### src/lcm_pkg.sv
// Shared types and constants for the letterbox coordinate mapper.
// No dependencies; every other file imports this package.
package lcm_pkg;

  // Default widths, handed to the module parameters
  localparam int COORD_BITS_DEF = 16;
  localparam int DIM_BITS_DEF   = 14;

  // Config register index port
  localparam int CFG_IDX_W = 2;

  typedef enum logic [CFG_IDX_W-1:0] {
    REG_REAL_W = 2'd0,
    REG_REAL_H = 2'd1,
    REG_USER_W = 2'd2,
    REG_USER_H = 2'd3
  } cfg_idx_e;

  // Mapping direction
  typedef enum logic {
    CMD_USER2REAL = 1'b0,
    CMD_REAL2USER = 1'b1
  } cmd_e;

  // Fit sequencer states, one-hot
  typedef enum logic [3:0] {
    FS_IDLE  = 4'b0001,
    FS_MUL   = 4'b0010,
    FS_SETUP = 4'b0100,
    FS_DIV   = 4'b1000
  } fit_state_e;

  // Reset values of the config registers and the fit
  localparam int RESET_REAL_W = 1920;
  localparam int RESET_REAL_H = 1080;
  localparam int RESET_USER_W = 1920;
  localparam int RESET_USER_H = 1080;

endpackage

### src/lcm_fit.sv
// Config registers and the letterbox fit sequencer (one shared serial divider).
// Depends on lcm_pkg.
module lcm_fit #(
  parameter int DIM_BITS = lcm_pkg::DIM_BITS_DEF
) (
  input  logic                           clk_i,
  input  logic                           rst_ni,
  input  logic                           cfg_we_i,
  input  logic [lcm_pkg::CFG_IDX_W-1:0]  cfg_idx_i,
  input  logic [DIM_BITS-1:0]            cfg_data_i,
  output logic                           busy_o,
  output logic [DIM_BITS-1:0]            num_o,
  output logic [DIM_BITS-1:0]            den_o,
  output logic [DIM_BITS-1:0]            fit_w_o,
  output logic [DIM_BITS-1:0]            fit_h_o,
  output logic [DIM_BITS-1:0]            off_x_o,
  output logic [DIM_BITS-1:0]            off_y_o
);
  import lcm_pkg::*;

  localparam int D  = DIM_BITS;
  localparam int PW = 2 * D;
  localparam int CW = $clog2(PW);
  localparam logic [D-1:0] DTOP = {1'b1, {(D-1){1'b0}}};

  function automatic logic [D-1:0] dclamp(input logic [D-1:0] v);
    logic [D-1:0] r;
    r = v;
    if (v == '0) r = D'(1);
    else if (v > DTOP) r = DTOP;
    return r;
  endfunction

  fit_state_e state_q;
  logic [D-1:0] rw_q, rh_q, uw_q, uh_q;
  logic [D-1:0] rw, rh, uw, uh;
  logic [PW-1:0] p1_q, p2_q;           // rw*uh, uw*rh
  logic [PW-1:0] dvd1_q, dvd2_q;       // dividend shifting out, quotient shifting in
  logic [D-1:0]  rem1_q, rem2_q, dvs_q;
  logic          wl_q;                 // width limited
  logic [CW-1:0] cnt_q;

  logic [D:0]    r1s, r2s, r1n, r2n;
  logic          ge1, ge2;
  logic [PW-1:0] dvd1n, dvd2n;
  logic          wl;

  logic [D-1:0] num_q, den_q, fw_q, fh_q, ox_q, oy_q;

  assign rw = dclamp(rw_q);
  assign rh = dclamp(rh_q);
  assign uw = dclamp(uw_q);
  assign uh = dclamp(uh_q);
  assign wl = p1_q < p2_q;

  // one restoring step on both divisions, same divisor
  always_comb begin
    r1s   = {rem1_q, dvd1_q[PW-1]};
    r2s   = {rem2_q, dvd2_q[PW-1]};
    ge1   = r1s >= {1'b0, dvs_q};
    ge2   = r2s >= {1'b0, dvs_q};
    r1n   = ge1 ? r1s - {1'b0, dvs_q} : r1s;
    r2n   = ge2 ? r2s - {1'b0, dvs_q} : r2s;
    dvd1n = {dvd1_q[PW-2:0], ge1};
    dvd2n = {dvd2_q[PW-2:0], ge2};
  end

  always_ff @(posedge clk_i or negedge rst_ni) begin
    if (!rst_ni) begin
      state_q <= FS_IDLE;
      rw_q    <= D'(RESET_REAL_W);
      rh_q    <= D'(RESET_REAL_H);
      uw_q    <= D'(RESET_USER_W);
      uh_q    <= D'(RESET_USER_H);
      num_q   <= D'(1);
      den_q   <= D'(1);
      fw_q    <= D'(RESET_REAL_W);
      fh_q    <= D'(RESET_REAL_H);
      ox_q    <= '0;
      oy_q    <= '0;
      cnt_q   <= '0;
    end else begin
      unique case (state_q)
        FS_IDLE: begin
          if (cfg_we_i) begin
            unique case (cfg_idx_e'(cfg_idx_i))
              REG_REAL_W: rw_q <= cfg_data_i;
              REG_REAL_H: rh_q <= cfg_data_i;
              REG_USER_W: uw_q <= cfg_data_i;
              REG_USER_H: uh_q <= cfg_data_i;
            endcase
            state_q <= FS_MUL;
          end
        end
        FS_MUL: begin
          p1_q    <= PW'(rw) * PW'(uh);
          p2_q    <= PW'(uw) * PW'(rh);
          state_q <= FS_SETUP;
        end
        FS_SETUP: begin
          wl_q    <= wl;
          dvd1_q  <= wl ? p1_q : p2_q;
          dvd2_q  <= wl ? p2_q - p1_q : p1_q - p2_q;
          dvs_q   <= wl ? uw : uh;
          rem1_q  <= '0;
          rem2_q  <= '0;
          cnt_q   <= '0;
          state_q <= FS_DIV;
        end
        FS_DIV: begin
          dvd1_q <= dvd1n;
          dvd2_q <= dvd2n;
          rem1_q <= r1n[D-1:0];
          rem2_q <= r2n[D-1:0];
          cnt_q  <= cnt_q + CW'(1);
          if (cnt_q == CW'(PW - 1)) begin
            // offset is half the spare room: floor(floor(B/d)/2)
            if (wl_q) begin
              num_q <= rw;
              den_q <= uw;
              fw_q  <= rw;
              fh_q  <= dvd1n[D-1:0];
              ox_q  <= '0;
              oy_q  <= dvd2n[D:1];
            end else begin
              num_q <= rh;
              den_q <= uh;
              fw_q  <= dvd1n[D-1:0];
              fh_q  <= rh;
              ox_q  <= dvd2n[D:1];
              oy_q  <= '0;
            end
            state_q <= FS_IDLE;
          end
        end
      endcase
    end
  end

  assign busy_o  = state_q != FS_IDLE;
  assign num_o   = num_q;
  assign den_o   = den_q;
  assign fit_w_o = fw_q;
  assign fit_h_o = fh_q;
  assign off_x_o = ox_q;
  assign off_y_o = oy_q;

endmodule

### config.mk
export PLATFORM = sky130hd
export DESIGN_NAME = lcm_fit
export DESIGN_NICKNAME = d
export VERILOG_FILES = /design/src/lcm_pkg.sv /design/src/lcm_fit.sv
export SDC_FILE = /design/constraint.sdc
export NUM_CORES = 2
export LEC_CHECK = 0
export ABC_CLOCK_PERIOD_IN_PS = 9320
export BUFFER_PORTS_ARGS = -buffer_cell sky130_fd_sc_hd__buf_4
export CAP_MARGIN = 0
export CORE_MARGIN = 2
export CORE_UTILIZATION = 45
export DETAILED_ROUTE_END_ITERATION = 16
export PLACE_DENSITY = 0.72
export SYNTH_ARGS = -nofsm -noshare
export SYNTH_HDL_FRONTEND = slang
export SYNTH_SLANG_ARGS = --single-unit
### constraint.sdc
create_clock -name clk_i -period 9.32 [get_ports clk_i]
set_clock_uncertainty 0.05 [all_clocks]
set_input_delay 1.398 -clock clk_i [delete_from_list [all_inputs] [get_ports clk_i]]
set_output_delay 1.398 -clock clk_i [all_outputs]
set_load 0.05 [all_outputs]
---- Word level (Yosys, flattened, before mapping) ----
Cells that the tools add are included.
storage, ports and cells
  logic and storage cells ................. 87
  input port bits ......................... 19
  bits in registers ....................... 304
  output and inout port bits .............. 85
operators by class
  equality and inequality tests ........... 11
  reductions and logical operators ........ 15
  order comparisons ....................... 7
  multiplexer cells ....................... 27
  add/sub/neg operators ................... 5
  multiply operators ...................... 2
operator list
  operator                                                                number
  14-bit 2-to-1 mux                                                       17
  28-bit one-hot mux with 2 select lines                                  2
  14-bit greater-than comparator (second input constant)                  4
  14-bit logical NOT                                                      4
  14-bit by 14-bit multiplier with 28-bit output                          2
  28-bit 2-to-1 mux                                                       2
  14-bit one-hot mux with 2 select lines                                  2
  28-bit subtractor                                                       2
  15-bit by 14-bit greater-or-equal comparator with 1-bit output          2
  28-bit < comparator                                                     1
  14-bit subtractor                                                       2
  4-bit one-hot mux with 4 select lines                                   1
  3-bit AND reduction                                                     4
  5-bit one-hot mux with 2 select lines                                   1
  2-bit AND reduction                                                     5
  4-bit 2-to-1 mux                                                        2
  5-bit by 1-bit adder with 5-bit output (second input constant)          1
  5-bit equality test (second input constant)                             1
  2-bit equality test (second input constant)                             2
  4-bit by 1-bit equality test with 1-bit output (second input constant)  1
  4-bit by 2-bit equality test with 1-bit output (second input constant)  1
  4-bit by 3-bit equality test with 1-bit output (second input constant)  1
  4-bit equality test (second input constant)                             1
  2-bit != test (second input constant)                                   2
  4 further kinds                                                         4

---- Longest topological paths before layout ----
  depth after elaboration ................. 4
  depth in mapped cells ................... 27
  gate-level depth less buffers ........... 26

---- Worst setup path after synthesis ----
OpenSTA, ideal clock, no wires.
  kind .................................... reg-to-reg
  start ................................... reg uh_q[10]
  end ..................................... reg p1_q[26] (data pin)
  path slack .............................. 2.593 ns
  stages on the path, launching flop included .. 26
  path buffers ............................ 1
  required time ........................... 8.996 ns
  arrival time ............................ 6.403 ns
  setup time .............................. 0.274 ns
  clock period less this slack ............ 6.727 ns
  path through ............................ dfstp_2 -> nor3_1 -> nand4_1 -> nand2_1 -> nand2_1 -> clkbuf_1 -> nor2_1 -> fa_1 -> inv_1 -> fa_1 -> inv_1 -> fa_1 -> fa_1 -> fa_1 -> inv_1 -> fa_1 -> inv_1 -> ha_1 -> o21a_1 -> o21ai_0 -> a21boi_0 -> or2_2 -> and2_1 -> a2111oi_0 -> o41ai_1 -> xor2_1
on the way
  longest elaborated chain between the ends .. 4
  elaborated cells between the ends (all ways) .. 5
  classes of those cells .................. mul: 1; order compare: 1; mux: 2; reduce/logical: 1
ends and longest elaborated chain
  item                                                RTL line       source
  start: declaration                                  lcm_fit.sv:35  logic [D-1:0] rw_q, rh_q, uw_q, uh_q;
  start signal: assignment                            lcm_fit.sv:74  uh_q <= D'(RESET_USER_H);
  start signal: assignment                            lcm_fit.sv:90  REG_USER_H: uh_q <= cfg_data_i;
  14-bit greater-than comparator                      lcm_fit.sv:30  else if (v > DTOP) r = DTOP;
  14-bit 2-to-1 mux                                   lcm_fit.sv:30
  14-bit 2-to-1 mux (*)                               lcm_fit.sv:29  if (v == '0) r = D'(1);
  14-bit by 14-bit multiplier with 28-bit output (*)  lcm_fit.sv:96  p1_q <= PW'(rw) * PW'(uh);
  end signal: assignment                              lcm_fit.sv:96
  end: declaration                                    lcm_fit.sv:37  logic [PW-1:0] p1_q, p2_q;
Mark *: on every way between the ends. The rest lies on a longest branch, timed or not.
A chain may end at the register's enable or synchronous reset.

---- Worst setup path after layout ----
  start ................................... reg rw_q[13]
  end ..................................... reg p1_q[26] (data pin)
on the way
  longest elaborated chain between the ends .. 4
  elaborated cells between the ends (all ways) .. 5
  classes of those cells .................. mul: 1; order compare: 1; mux: 2; reduce/logical: 1
ends and longest elaborated chain
  item                                                RTL line       source
  start: declaration                                  lcm_fit.sv:35
  start signal: assignment                            lcm_fit.sv:71  rw_q <= D'(RESET_REAL_W);
  start signal: assignment                            lcm_fit.sv:87  REG_REAL_W: rw_q <= cfg_data_i;
  14-bit greater-than comparator                      lcm_fit.sv:30
  14-bit 2-to-1 mux                                   lcm_fit.sv:30
  14-bit 2-to-1 mux (*)                               lcm_fit.sv:29
  14-bit by 14-bit multiplier with 28-bit output (*)  lcm_fit.sv:96
Marked as above.

==> flow_metrics.tcl <==
set metrics [dict create \
    net-switching-power_mw 2.17 \
    crit_end "p1_q[26]" \
    nNetsFinal 3921 \
    tritoncts "done" \
    hold_viol 0 \
    start_util 0.456 \
    clock_sinks 304 \
    clk_latency_ps 560 \
    die_y_um 263 \
    overflow 0 \
    pin_count 104 \
    first_iter_violations 2537 \
    maxSlewHeadroom 0.0281 \
    startpoint "rw_q[13]" \
    worst_ir_drop_vdd_mv 0.143 \
    post_route_cells_drive_above_1_share 0.0921 \
    timing.rr.start "rw_q[13]" \
    via_count 24233 \
    ys_seq_elements 304 \
    tightest_slew_ps 1450 \
    fillers 6104 \
    hold_class "reg2reg" \
    max_cap_violations 0 \
    end_kind "flip-flop" \
    fin_crit_ps 7970 \
    critPathKind "reg2reg" \
    first_global_vias 23791 \
    syn_to_final_growth_pct 9.36 \
    mostFrequentLayoutCells "482 x nand2_1, 421 x inv_1, 350 x nor2_1" \
    top_layer "met4" \
    final_max_slew_viol_count 0 \
    crit_required_ps 9560 \
    p_int_mw 3.35 \
    portBuffers 103 \
    grt_antenna_before_repair 0 \
    final_common_cell "nand2_1" \
    postRouteAntennaNets 0 \
    synth_nets 3897 \
    die_area_sq_um 69000 \
    rrSetupSlack_ps 1350 \
    place_congestion 0.964 \
    wirelength_um 87400 \
    holdWs_ps 418 \
    seq_area_frac_synth 0.280 \
    worst_setup_path_start_kind "flip-flop" \
    yosysTopAreaCell "fa_1" \
    avgViaCountPerCell 5.71 \
    sequentialPowerShare 0.341 \
    detailed_place_hpwl_um 68600 \
    p_comb_frac 0.392 \
    grt_max_degree 82 \
    synth_edf_count 155 \
    postCtsSetupBuffers 0 \
    drc 0 \
    outcome "finished clean" \
    yosys-top-cells-area "fa_1 19%, edfxtp_1 15%, ha_1 11%" \
    synthFlopType "edfxtp_1" \
    cts_resized 0 \
    clk_path_buf_depth 3 \
    fin_tns_setup_ps 0 \
    crit_arrival_ps 8200 \
    cts_hold_buf 0 \
    yosys.cell_types.count 81 \
    m1WireLength_um 37300 \
    root_buffer "clkbuf_16" \
    cp_max_fo 23 \
    reg2reg_depth 22 \
    min_from "off_x_o[7]" \
    syn_inst 3324 \
    synth_top_area_frac 0.190 \
    num_rows 94 \
    worst_r2r_endpoint "p1_q[26]" \
    wl_met2_um 37900 \
    htree_levels 2 \
    finalCritPeriodShare 0.855 \
    die_w_um 263 \
    power_density_nw_per_um2 168 \
    setup_viol 0 \
    syn_avg_cell_area_sq_um 9.05 \
    grt_setup_unrepaired "no" \
    p_leak_nw 16.0 \
    yosysWarnings 0 \
    cts.reportedPaths.clkPinSlew_ps 60 \
    syn_area_sq_um 30100 \
    post_drt_wl_per_cell_um 20.6 \
    grt_pass1_wl_um 136000 \
    p_clk_frac 0.267 \
    grt_usage 0.251 \
    cts_buffers 37 \
    drt_first_pass_iters 6 \
    coreArea_sq_um 66000 \
    swShare 0.394 \
    synthArstFlopShare 0.490 \
    met3_length_um 8370 \
    fmax_ghz 0.126 \
]
==> registers in the layout, indices dropped and copies added (netlist names), 14 cells and up <==
signal	count
off_y_o	14
rh_q	14
off_x_o	14
dvd1_q	28
fit_w_o	14
uw_q	14
num_o	14
uh_q	14
rem1_q	14
den_o	14
rw_q	14
rem2_q	14
fit_h_o	14
dvs_q	14
p2_q	28
dvd2_q	28
p1_q	28
==> power groups by stage <==
| stage | clock (mW) | sequential, mW | combinational [mW] |
|---|---|---|---|
| final | 1.48 | 1.88 | 2.17 |
| after detailed placement | 0 | 1.90 | 2.12 |
| after floorplan | 0 | 1.83 | 1.59 |
| after global placement | 0 | 1.90 | 2.10 |
| after global routing | 1.56 | 1.90 | 2.38 |
| after CTS | 1.50 | 1.88 | 2.13 |
==> cell families after synthesis <==
logic type / after synthesis / share of synthesized area
xor gates and xnor gates: 85 / 0.0247
DFF: 304 / 0.280
AOI/OAI and AO/OA: 549 / 0.116
muxes: 99 / 0.0354
adders and majority gates: 554 / 0.302
and+or+nand+nor: 1154 / 0.170
buffers and inverters: 579 / 0.0731
==> worst min-delay path by stage <==
stage                 end  slack, ps  cells after the start
2_1_floorplan  state_q[3]        400                      1
3_3_place_gp   off_x_o[7]        400                      2
3_5_place_dp   off_x_o[7]        410                      2
4_1_cts        off_x_o[7]        420                      2
5_1_grt        off_y_o[2]        450                      2
6_report       off_x_o[7]        420                      2
==> area by class of cell <==
class                      instances  area (sq um)  share of cell area
clock inverter                    16           125             0.00380
sequential                       304          8420               0.256
timing repair buffer             140          1050              0.0321
inverter                         424          1590              0.0484
multi-input combinational       2441         19500               0.593
tap                              864          1080              0.0328
clock buffer                      52          1130              0.0343
antenna                            1          2.50           0.0000760
==> per-stage QoR <==
step	worst slack [ps]	instance area [sq um]	util	power (mW)	std cells
6_report	1350	32900	0.499	5.53	4242
5_1_grt	773	32900	0.499	5.84	4241
4_1_cts	1480	32900	0.499	5.51	4241
3_5_place_dp	1500	31700	0.480	4.02	4173
3_3_place_gp	1640	31700	0.480	3.99	4173
2_1_floorplan	2590	30100	-	3.42	3324
==> worst max-delay path: stages (launching register included) <==
cell and delay, ps:
dfrtp_1 880, clkinv_1 700, nand2_1 470, nor2_1 120, fa_1 560, inv_1 50, fa_1 470, inv_1 50
fa_1 480, fa_1 470, fa_1 540, inv_1 60, fa_1 490, inv_1 50, ha_1 330, o21a_1 130
o21ai_0 190, a21boi_0 160, or2_2 300, and2_1 180, a2111oi_0 580, o41ai_1 200, xor2_1 160
==> synth_stat cells, types with 14 or more instances <==
cell type and count:
dfstp_2 27, nor2_1 352, nand3b_1 17, nand4_1 23, a211oi_1 16, mux2_2 56
and3_1 20, a31oi_1 41, buf_2 17, nand2_1 483, o21bai_1 17, buf_1 14
nand3_1 52, xor2_1 27, and2_1 38, edfxtp_1 155, fa_1 286, xnor2_1 58
nand2b_1 24, o211ai_1 14, dfrtp_1 122, inv_1 421, clkbuf_1 123, mux2i_1 42
a21o_1 52, nor3_1 32, o21ai_0 144, nor2b_1 60, ha_1 268, a21oi_1 153
==> layer usage <==
metal  track usage  vias up
met5             0        -
met2         0.380     1075
met4         0.103        0
li1              -    11064
met3        0.0582      192
met1         0.348    11902
No activity file was read; power rests on OpenSTA's default activity.
