File: src/lcm_pkg.sv
// Shared types and constants for the letterbox coordinate mapper.
// No dependencies; every other file imports this package.
package lcm_pkg;

  // Default widths, handed to the module parameters
  localparam int COORD_BITS_DEF = 16;
  localparam int DIM_BITS_DEF   = 14;

  // Config register index port
  localparam int CFG_IDX_W = 2;

  typedef enum logic [CFG_IDX_W-1:0] {
    REG_REAL_W = 2'd0,
    REG_REAL_H = 2'd1,
    REG_USER_W = 2'd2,
    REG_USER_H = 2'd3
  } cfg_idx_e;

  // Mapping direction
  typedef enum logic {
    CMD_USER2REAL = 1'b0,
    CMD_REAL2USER = 1'b1
  } cmd_e;

  // Fit sequencer states, one-hot
  typedef enum logic [3:0] {
    FS_IDLE  = 4'b0001,
    FS_MUL   = 4'b0010,
    FS_SETUP = 4'b0100,
    FS_DIV   = 4'b1000
  } fit_state_e;

  // Reset values of the config registers and the fit
  localparam int RESET_REAL_W = 1920;
  localparam int RESET_REAL_H = 1080;
  localparam int RESET_USER_W = 1920;
  localparam int RESET_USER_H = 1080;

endpackage

File: src/lcm_lane.sv
// One coordinate lane: clamp, multiply, pipelined bit-per-stage divider, offset
// and saturation. Depends on lcm_pkg; stage enables come from the top level.
module lcm_lane #(
  parameter int COORD_BITS = lcm_pkg::COORD_BITS_DEF,
  parameter int DIM_BITS   = lcm_pkg::DIM_BITS_DEF
) (
  input  logic                                clk_i,
  input  logic [COORD_BITS+DIM_BITS+1:0]      go_i,
  input  logic                                cmd_i,
  input  logic signed [COORD_BITS-1:0]        v_i,
  input  logic [DIM_BITS-1:0]                 num_i,
  input  logic [DIM_BITS-1:0]                 den_i,
  input  logic [DIM_BITS-1:0]                 off_i,
  input  logic [DIM_BITS-1:0]                 fit_i,
  output logic signed [COORD_BITS-1:0]        res_o
);
  import lcm_pkg::*;

  localparam int C   = COORD_BITS;
  localparam int D   = DIM_BITS;
  localparam int NW  = C + D;
  localparam int LAT = NW + 2;
  localparam int EW  = ((C > D) ? C : D) + 2;
  localparam int SW  = NW + 2;

  logic [LAT-1:0] cmd_q, neg_q;
  logic [C-1:0]   m_q;
  logic [NW-1:0]  n_q;
  logic [D:0]     rem_q [NW];
  logic [NW-1:0]  nq_q  [NW];
  logic [D:0]     rem_d [NW];
  logic [NW-1:0]  nq_d  [NW];

  logic signed [EW-1:0] ve, offe, fite, t, mag;
  logic                 neg_d;
  logic [C-1:0]         m_d;
  logic [D-1:0]         a, b;
  logic [NW-1:0]        prod, n_d;

  // one restoring quotient bit; divisor is 2*b
  function automatic logic [D+NW:0] dstep(input logic [D:0] r, input logic [NW-1:0] n,
                                          input logic [D-1:0] bb);
    logic [D+1:0] rs, dv, rn;
    logic         ge;
    rs = {r, n[NW-1]};
    dv = {1'b0, bb, 1'b0};
    ge = rs >= dv;
    rn = ge ? rs - dv : rs;
    return {rn[D:0], n[NW-2:0], ge};
  endfunction

  // stage 0: real-to-user offset removal and clamp, then sign and magnitude
  always_comb begin
    ve   = EW'(v_i);
    offe = signed'(EW'(off_i));
    fite = signed'(EW'(fit_i));
    t    = ve;
    if (cmd_e'(cmd_i) == CMD_REAL2USER) begin
      t = (ve <= offe) ? '0 : ve - offe;
      if (t >= fite) t = fite - EW'(1);
    end
    neg_d = t < 0;
    mag   = neg_d ? -t : t;
    m_d   = mag[C-1:0];
  end

  // stage 1: numerator 2*m*a + b
  always_comb begin
    a    = (cmd_e'(cmd_q[0]) == CMD_REAL2USER) ? den_i : num_i;
    b    = (cmd_e'(cmd_q[0]) == CMD_REAL2USER) ? num_i : den_i;
    prod = NW'(m_q) * NW'(a);
    n_d  = (prod << 1) + NW'(b);
  end

  always_comb begin
    {rem_d[0], nq_d[0]} = dstep('0, n_q,
      (cmd_e'(cmd_q[1]) == CMD_REAL2USER) ? num_i : den_i);
    for (int k = 1; k < NW; k++) begin
      {rem_d[k], nq_d[k]} = dstep(rem_q[k-1], nq_q[k-1],
        (cmd_e'(cmd_q[k+1]) == CMD_REAL2USER) ? num_i : den_i);
    end
  end

  always_ff @(posedge clk_i) begin
    if (go_i[0]) begin
      cmd_q[0] <= cmd_i;
      neg_q[0] <= neg_d;
      m_q      <= m_d;
    end
    for (int i = 1; i < LAT; i++) begin
      if (go_i[i]) begin
        cmd_q[i] <= cmd_q[i-1];
        neg_q[i] <= neg_q[i-1];
      end
    end
    if (go_i[1]) n_q <= n_d;
    for (int k = 0; k < NW; k++) begin
      if (go_i[k+2]) begin
        rem_q[k] <= rem_d[k];
        nq_q[k]  <= nq_d[k];
      end
    end
  end

  // sign, offset for user-to-real, saturate
  logic signed [SW-1:0] qv, sv, offa, sum;
  localparam logic signed [SW-1:0] HI = SW'((64'sd1 <<< (C - 1)) - 64'sd1);
  localparam logic signed [SW-1:0] LO = -HI - SW'(1);

  always_comb begin
    qv   = signed'(SW'(nq_q[NW-1]));
    sv   = neg_q[LAT-1] ? -qv : qv;
    offa = (cmd_e'(cmd_q[LAT-1]) == CMD_USER2REAL) ? signed'(SW'(off_i)) : '0;
    sum  = sv + offa;
    if (sum > HI)      res_o = HI[C-1:0];
    else if (sum < LO) res_o = LO[C-1:0];
    else               res_o = sum[C-1:0];
  end

endmodule

File: config.mk
export PLATFORM = sky130hd
export DESIGN_NAME = lcm_lane
export DESIGN_NICKNAME = d
export VERILOG_FILES = /design/src/lcm_pkg.sv /design/src/lcm_lane.sv
export SDC_FILE = /design/constraint.sdc
export NUM_CORES = 2
export LEC_CHECK = 0
export BUFFER_PORTS_ARGS = -buffer_cell sky130_fd_sc_hd__buf_2
export CAP_MARGIN = 20
export CORE_MARGIN = 3
export CORE_UTILIZATION = 40
export DETAILED_ROUTE_END_ITERATION = 12
export SLEW_MARGIN = 20
export SYNTH_ARGS = -nofsm -noshare
export SYNTH_HDL_FRONTEND = slang
export SYNTH_SLANG_ARGS = --single-unit
File: constraint.sdc
create_clock -name clk_i -period 9.66 [get_ports clk_i]
set_input_delay 0 -clock clk_i [delete_from_list [all_inputs] [get_ports clk_i]]
set_output_delay 0 -clock clk_i [all_outputs]
set_load 0.02 [all_outputs]
# Word level (Yosys, flattened, before mapping)
# Memory sizes are Yosys's and may differ from the RTL's.
# Index checks and enable logic that the tools add are counted.
[totals] ram_bits=1350 mem_count=2 elab_cells=270 ff_bits=110
[mem_list] name="nq_q" words=30 word_bits=30 rd=30 rd_ports_with_merged_regs=0 wr=30 line="lcm_lane.sv:30" source="logic [NW-1:0] nq_q [NW];"
[mem_list] name="rem_q" words=30 word_bits=15 rd=29 rd_ports_with_merged_regs=0 wr=30 line="lcm_lane.sv:29" source="logic [D:0] rem_q [NW];"
[op_classes] magnitude_cmp=35 addsub=36 mux=130 multipliers=1
[op_table] op="16-bit by 15-bit >= comparator with 1-bit output" count=29
[op_table] op="14-bit two-way mux" count=33
[op_table] op="15-bit two-way mux" count=30
[op_table] op="15-bit subtractor" count=29
[op_table] op="1-bit two-way mux" count=60
[op_table] op="18-bit two-way mux" count=3
[op_table] op="16-bit two-way mux" count=3
[op_table] op="32-bit by 15-bit adder with 32-bit output" count=1
[op_table] op="32-bit by 16-bit greater-than comparator with 1-bit output, second input constant" count=1
[op_table] op="32-bit by 16-bit < comparator with 1-bit output, second input constant" count=1
[op_table] op="32-bit two-way mux" count=1
[op_table] op="30-bit negation with 32-bit output" count=1
[op_table] op="30-bit by 14-bit adder with 30-bit output" count=1
[op_table] op="16-bit by 14-bit multiplier with 29-bit output" count=1
[op_table] op="18-bit by 15-bit >= comparator with 1-bit output" count=1
[op_table] op="18-bit by 1-bit < comparator with 1-bit output, second input constant" count=1
[op_table] op="16-bit by 15-bit subtractor with 17-bit output" count=1
[op_table] op="16-bit by 15-bit <= comparator with 1-bit output" count=1
[op_table] op="16-bit negation" count=1
[op_table] op="1-bit by 15-bit >= comparator with 1-bit output" count=1
[op_table] op="1-bit by 15-bit subtractor with 15-bit output" count=1
[op_table] op="14-bit by 1-bit subtractor with 15-bit output, second input constant" count=1

# Depth between registers and ports, before layout
[depth] ltp_word=7 mapped_depth=30 ltp_nobuf=27

# Least setup slack after synthesis
# Ideal clock, no wire load.
[synth_timing] kind="reg-to-reg" start="register cmd_q[0]" end="register n_q[29] (data pin)" t_required_ns=9.395 path_stages_with_launch=27 setup_time_ns=0.265 slack_ns=1.536 arrival_ns=7.859 period_less_slack_ns=8.124 n_path_buf=2 path_cell_list="edfxtp_1 > clkbuf_1 > mux2i_1 > clkbuf_1 > nor2b_1 > fa_1 > inv_1 > fa_1 > inv_1 > fa_1 > inv_1 > fa_1 > inv_1 > fa_1 > inv_1 > fa_1 > inv_1 > ha_1 > or4_1 > o2111ai_1 > a21boi_0 > o311a_1 > nand2b_1 > a2111oi_0 > nand3_1 > nor4b_1 > xnor2_1"
[synth_between] elab_chain_len=3 word_cells_on_any_way=4 cone_classes="1 x add/sub; 1 x mul; 2 x mux"
[synth_lines] element="from (decl)" line="lcm_lane.sv:26" source="logic [LAT-1:0] cmd_q, neg_q;"
[synth_lines] element="from (signal assigned)" line="lcm_lane.sv:86" source="cmd_q[0] <= cmd_i;"
[synth_lines] element="from (signal, indexed assignment)" line="lcm_lane.sv:92" source="cmd_q[i] <= cmd_q[i-1];"
[synth_lines] element="14-bit two-way mux" line="lcm_lane.sv:69" source="a = (cmd_e'(cmd_q[0]) == CMD_REAL2USER) ? den_i : num_i;"
[synth_lines] element="16-bit by 14-bit multiplier with 29-bit output" line="lcm_lane.sv:71" source="prod = NW'(m_q) * NW'(a);"
[synth_lines] element="30-bit by 14-bit adder with 30-bit output (*)" line="lcm_lane.sv:72" source="n_d = (prod << 1) + NW'(b);"
[synth_lines] element="net n_d[29]" line="lcm_lane.sv:38" source="logic [NW-1:0] prod, n_d;"
[synth_lines] element="to (signal assigned)" line="lcm_lane.sv:96" source="if (go_i[1]) n_q <= n_d;"
[synth_lines] element="to (decl)" line="lcm_lane.sv:28" source="logic [NW-1:0] n_q;"
# The timed path passes the listed nets; every way through them passes the cells marked *.
# A chain may end at the register's enable or synchronous reset.

# Final worst setup path
# Same ends and word-level chain as after synthesis.

==> results list <==
* Remaining antenna violation count: 0
- Vias per std cell: 5.42
* Path class of the lowest-slack min-delay path: in -> reg
- Worst-path clk slew: 0.06 ns
* DRT Pass-1 Iters: 6
* Lkg Pwr: 36.4 nW
- Together, buffers and inverters on the worst path number 7.
- After synthesis, the netlist uses 83 different library cells.
- OpenSTA, run right after detailed placement, puts the worst setup slack at about 1.1 ns.
* Total wire length after detailed routing: 209000 µm
- Clock latency on the worst-skew pair, taken at its later pin, is around 0.8 ns.
- Final setup vio count: 0
* Number of post-CTS setup repair buffers: 0
- Entering global routing, the biggest net connects between 40 and 50 pins.
- Synth Net Count: 7538
* Portion of synthesized cell area occupied by the leading cell type: 52.7%
- Setup repair after global routing left no endpoint under its margin.
- The die covers 211000 µm².
* Initial standard-cell utilization of the core: about two fifths
- Of all nets on the critical path, the largest fanout is 16.
- Pwr Density: between 300 and 400 nW/µm²
* Ratio of cells with drive above 1 in the final layout: between 10% and 20%
* Sw Ratio: 40.4%
- The most used flip-flop cell after synthesis is sky130_fd_sc_hd__edfxtp_1.
- Horizontal die dimension: 460 µm
* Final worst-path cycle share: 89.6%
- Run status: finished, final reports clean
- Static timing analysis puts the maximum clock frequency at 115 MHz.
- Cell with the most instances after synthesis: sky130_fd_sc_hd__edfxtp_1
* Count of yosys warnings during synthesis: 0
- The H-tree was split into 4 levels.
* Headroom to the max-slew limit: 29.4%
* Number of register bits inferred by synthesis: 1445
- Final Hold Slack: between 0.09 and 0.1 ns
* CTS Root Cell: sky130_fd_sc_hd__clkbuf_16
- # port buffers: ~120
- The first global-routing pass estimated 319000 µm of wire.
* Post-synth EDFFs: 1445
- Number of antenna violations at the first check in global routing: 12
- Core outline area: 203000 µm²
- After synthesis, the most frequently instantiated cells are sky130_fd_sc_hd__edfxtp_1, sky130_fd_sc_hd__ha_1, sky130_fd_sc_hd__nor2_1.
* Area growth from synthesis to layout: 12.0%
- Counting flops with an async set or reset pin after synthesis yields a share of 0%.
- Cell internal power dissipation: 0.0216 W
- For this design the total switching power over the nets is 0.0147 W.
- Counting buffers and inverters, the worst setup path is 25 cells deep.
* Data arrival time of the critical path: 9.20 ns
* Setup TNS: 0 ns
* Sequential area share after synthesis: 52.7%
* Overall track demand over capacity in global routing: 19.6%
- Number of rows created at floorplan: 165
- In this run the count of I/O pins placed on the die edge is 122.
* Synth Instances: between 6k and 7k
* Floorplan die height: 460 µm
* Final worst slack: around 1.0 ns
- Routed wire length per instance: 21.5 µm
- Maximum buffer depth of the clock tree: 3
* Total clock buffers created by CTS: ~160
* Kind of start point of the critical path: flip-flop
- Broken down by cell family, the worst path's largest delay share belongs to adder cells.
- Layout Nets: 7740
* Final critical delay including setup and external delays: approximately 8.7 ns
- The clock drives around 1.4k sinks.
- For the worst setup path, the data required time is between 10 and 15 ns.
* Routability cong.: 0.882
* GR Overflow Total: 0
- Post-synth top area cell: sky130_fd_sc_hd__edfxtp_1
- STA classifies the critical path endpoint as a flip-flop.
* Startpoint-to-endpoint class of the critical path: reg -> reg
- Vias after detailed routing: around 52k
* Cell area after synthesis: 82300 µm²
* Layout Utilization: 45.3%
- Summed over all nets, the half-perimeter wirelength after detailed placement is approximately 140000 µm.
- Mapped Avg Cell Area: about 12 µm²
* Combinational share of power: 55.0%
- For this design, the slowest cell found on the critical path is sky130_fd_sc_hd__edfxtp_1.
* Transition time of the tightest slew-check pin: 1.06 ns
* Initial DRC Count: 3940
- Number of max-slew violations in the final report: 0
* Number of violations of the max-capacitance limit: 0
* CTS tree: done
- DRC violation count after routing: 0
- In this design, the stage delay of the slowest critical-path cell is 0.90 ns.
- The finished layout holds 9693 standard cells, fillers aside.
- Sequential cells burn 27.7% of the power.
- VDD sags by at most 0.000947 V.
- Worst clock skew: 0.0361 ns
* Proportion of power drawn by the clock network: between 10% and 20%
* Worst hold path depth: 7
* Final hold violation count: 0
* Logic depth of the worst register-to-register path: 25
- The number of global-route vias before repair is 53.1k.
* Main area contributors after synthesis: sky130_fd_sc_hd__edfxtp_1, sky130_fd_sc_hd__ha_1, sky130_fd_sc_hd__mux2i_1
- Cell Count Post-Placement: 9334
[placed cells by master, fill, tap and decap left out, types with 27 or more instances in the layout]
master	n
sky130_fd_sc_hd__clkbuf_16	157
sky130_fd_sc_hd__edfxtp_1	1445
sky130_fd_sc_hd__o41ai_1	40
sky130_fd_sc_hd__nor4_1	41
sky130_fd_sc_hd__nor2_1	523
sky130_fd_sc_hd__buf_4	101
sky130_fd_sc_hd__a31oi_1	35
sky130_fd_sc_hd__dlygate4sd3_1	63
sky130_fd_sc_hd__xnor2_1	244
sky130_fd_sc_hd__nor3_1	112
sky130_fd_sc_hd__nand4_1	64
sky130_fd_sc_hd__a21boi_0	77
sky130_fd_sc_hd__mux2i_1	443
sky130_fd_sc_hd__nand2_1	418
sky130_fd_sc_hd__nand3_1	34
sky130_fd_sc_hd__buf_2	117
sky130_fd_sc_hd__o21ai_0	332
sky130_fd_sc_hd__xor2_1	83
sky130_fd_sc_hd__mux2_2	363
sky130_fd_sc_hd__a21o_1	57
sky130_fd_sc_hd__nand2b_1	58
sky130_fd_sc_hd__ha_1	555
sky130_fd_sc_hd__fa_1	195
sky130_fd_sc_hd__a21oi_1	251
sky130_fd_sc_hd__o21ai_1	27
sky130_fd_sc_hd__and2_1	69
sky130_fd_sc_hd__a211oi_1	38
sky130_fd_sc_hd__nor2b_1	158
sky130_fd_sc_hd__inv_1	502
[final cells by class]
type / count / area (µm²)
clock inverters: 108 / 1410
inverters: 503 / 1890
diodes: 6 / 15.0
fillers: 18100 / 111000
well taps: 2672 / 3340
multi-input cells: 4495 / 36100
flip-flops and latches: 1445 / 43400
clock buffers: 182 / 4020
repair buffers: 282 / 1990
[power by group through the flow]
stage	logic, W	registers [W]	clock network [W]
2_1_floorplan	0.0153	0.00971	0
3_3_place_gp	0.0194	0.0102	0
3_5_place_dp	0.0197	0.0102	0
4_1_cts	0.0199	0.0101	0.00643
5_1_grt	0.0223	0.0102	0.00669
6_report	0.0200	0.0101	0.00626
[per-layer routing]
layer / vias to the layer above / part of all wire, % / global-route usage, %
met5: - / 0.015 / 0
met4: 4 / 2.9 / 6.37
li1: 24800 / - / -
met2: 1290 / 48 / 32.9
met1: 26100 / 44 / 26.3
met3: 329 / 4.7 / 2.70
[per-stage QoR]
| stage | instance area [µm²] | power, W |
|---|---|---|
| floorplan | 82300 | 0.0250 |
| global placement | 86100 | 0.0296 |
| detailed placement | 86100 | 0.0298 |
| CTS | 92200 | 0.0364 |
| global route | 92200 | 0.0391 |
| finish | 92200 | 0.0363 |
[tightest hold or removal path, stage by stage]
cell and delay, ns:
sky130_fd_sc_hd__buf_2 0.19, sky130_fd_sc_hd__o22a_1 0.16, sky130_fd_sc_hd__a21oi_1 0.13, sky130_fd_sc_hd__inv_1 0.07
sky130_fd_sc_hd__ha_1 0.12, sky130_fd_sc_hd__nand2_1 0.04, sky130_fd_sc_hd__o21ai_0 0.07
[cells by family after synthesis]
logic type | share of synthesized area (%)
simple gates | 9.19
flops | 52.7
compound gates | 7.66
mux | 10.4
fa+ha+maj | 13.2
buf+inv | 3.40
xor+xnor | 3.48
[timing repair]
item | CTS | global route
hold endpoints to repair | 1469 | 0
resized for setup | 0 | 0
hold buffers | 63 | 0
[final timing paths]
path / slack [ns] / endpoint / startpoint
min reg2reg: 0.40 / nq_q[0][58]$_DFFE_PP_ / nq_q[0][27]$_DFFE_PP_
max reg2reg: 1.00 / n_q[29]$_DFFE_PP_ / cmd_q[0]$_DFFE_PP_
max: 1.00 / n_q[29]$_DFFE_PP_ / cmd_q[0]$_DFFE_PP_
min: 0.09 / m_q[1]$_DFFE_PP_ / fit_i[0]
[flip-flops by register name, summed over array words and instances (netlist names)]
register and count:
cmd_q 32, m_q 16, n_q 30, neg_q 32
nq_q 900, rem_q 435
(Power assumes the default switching activity.)
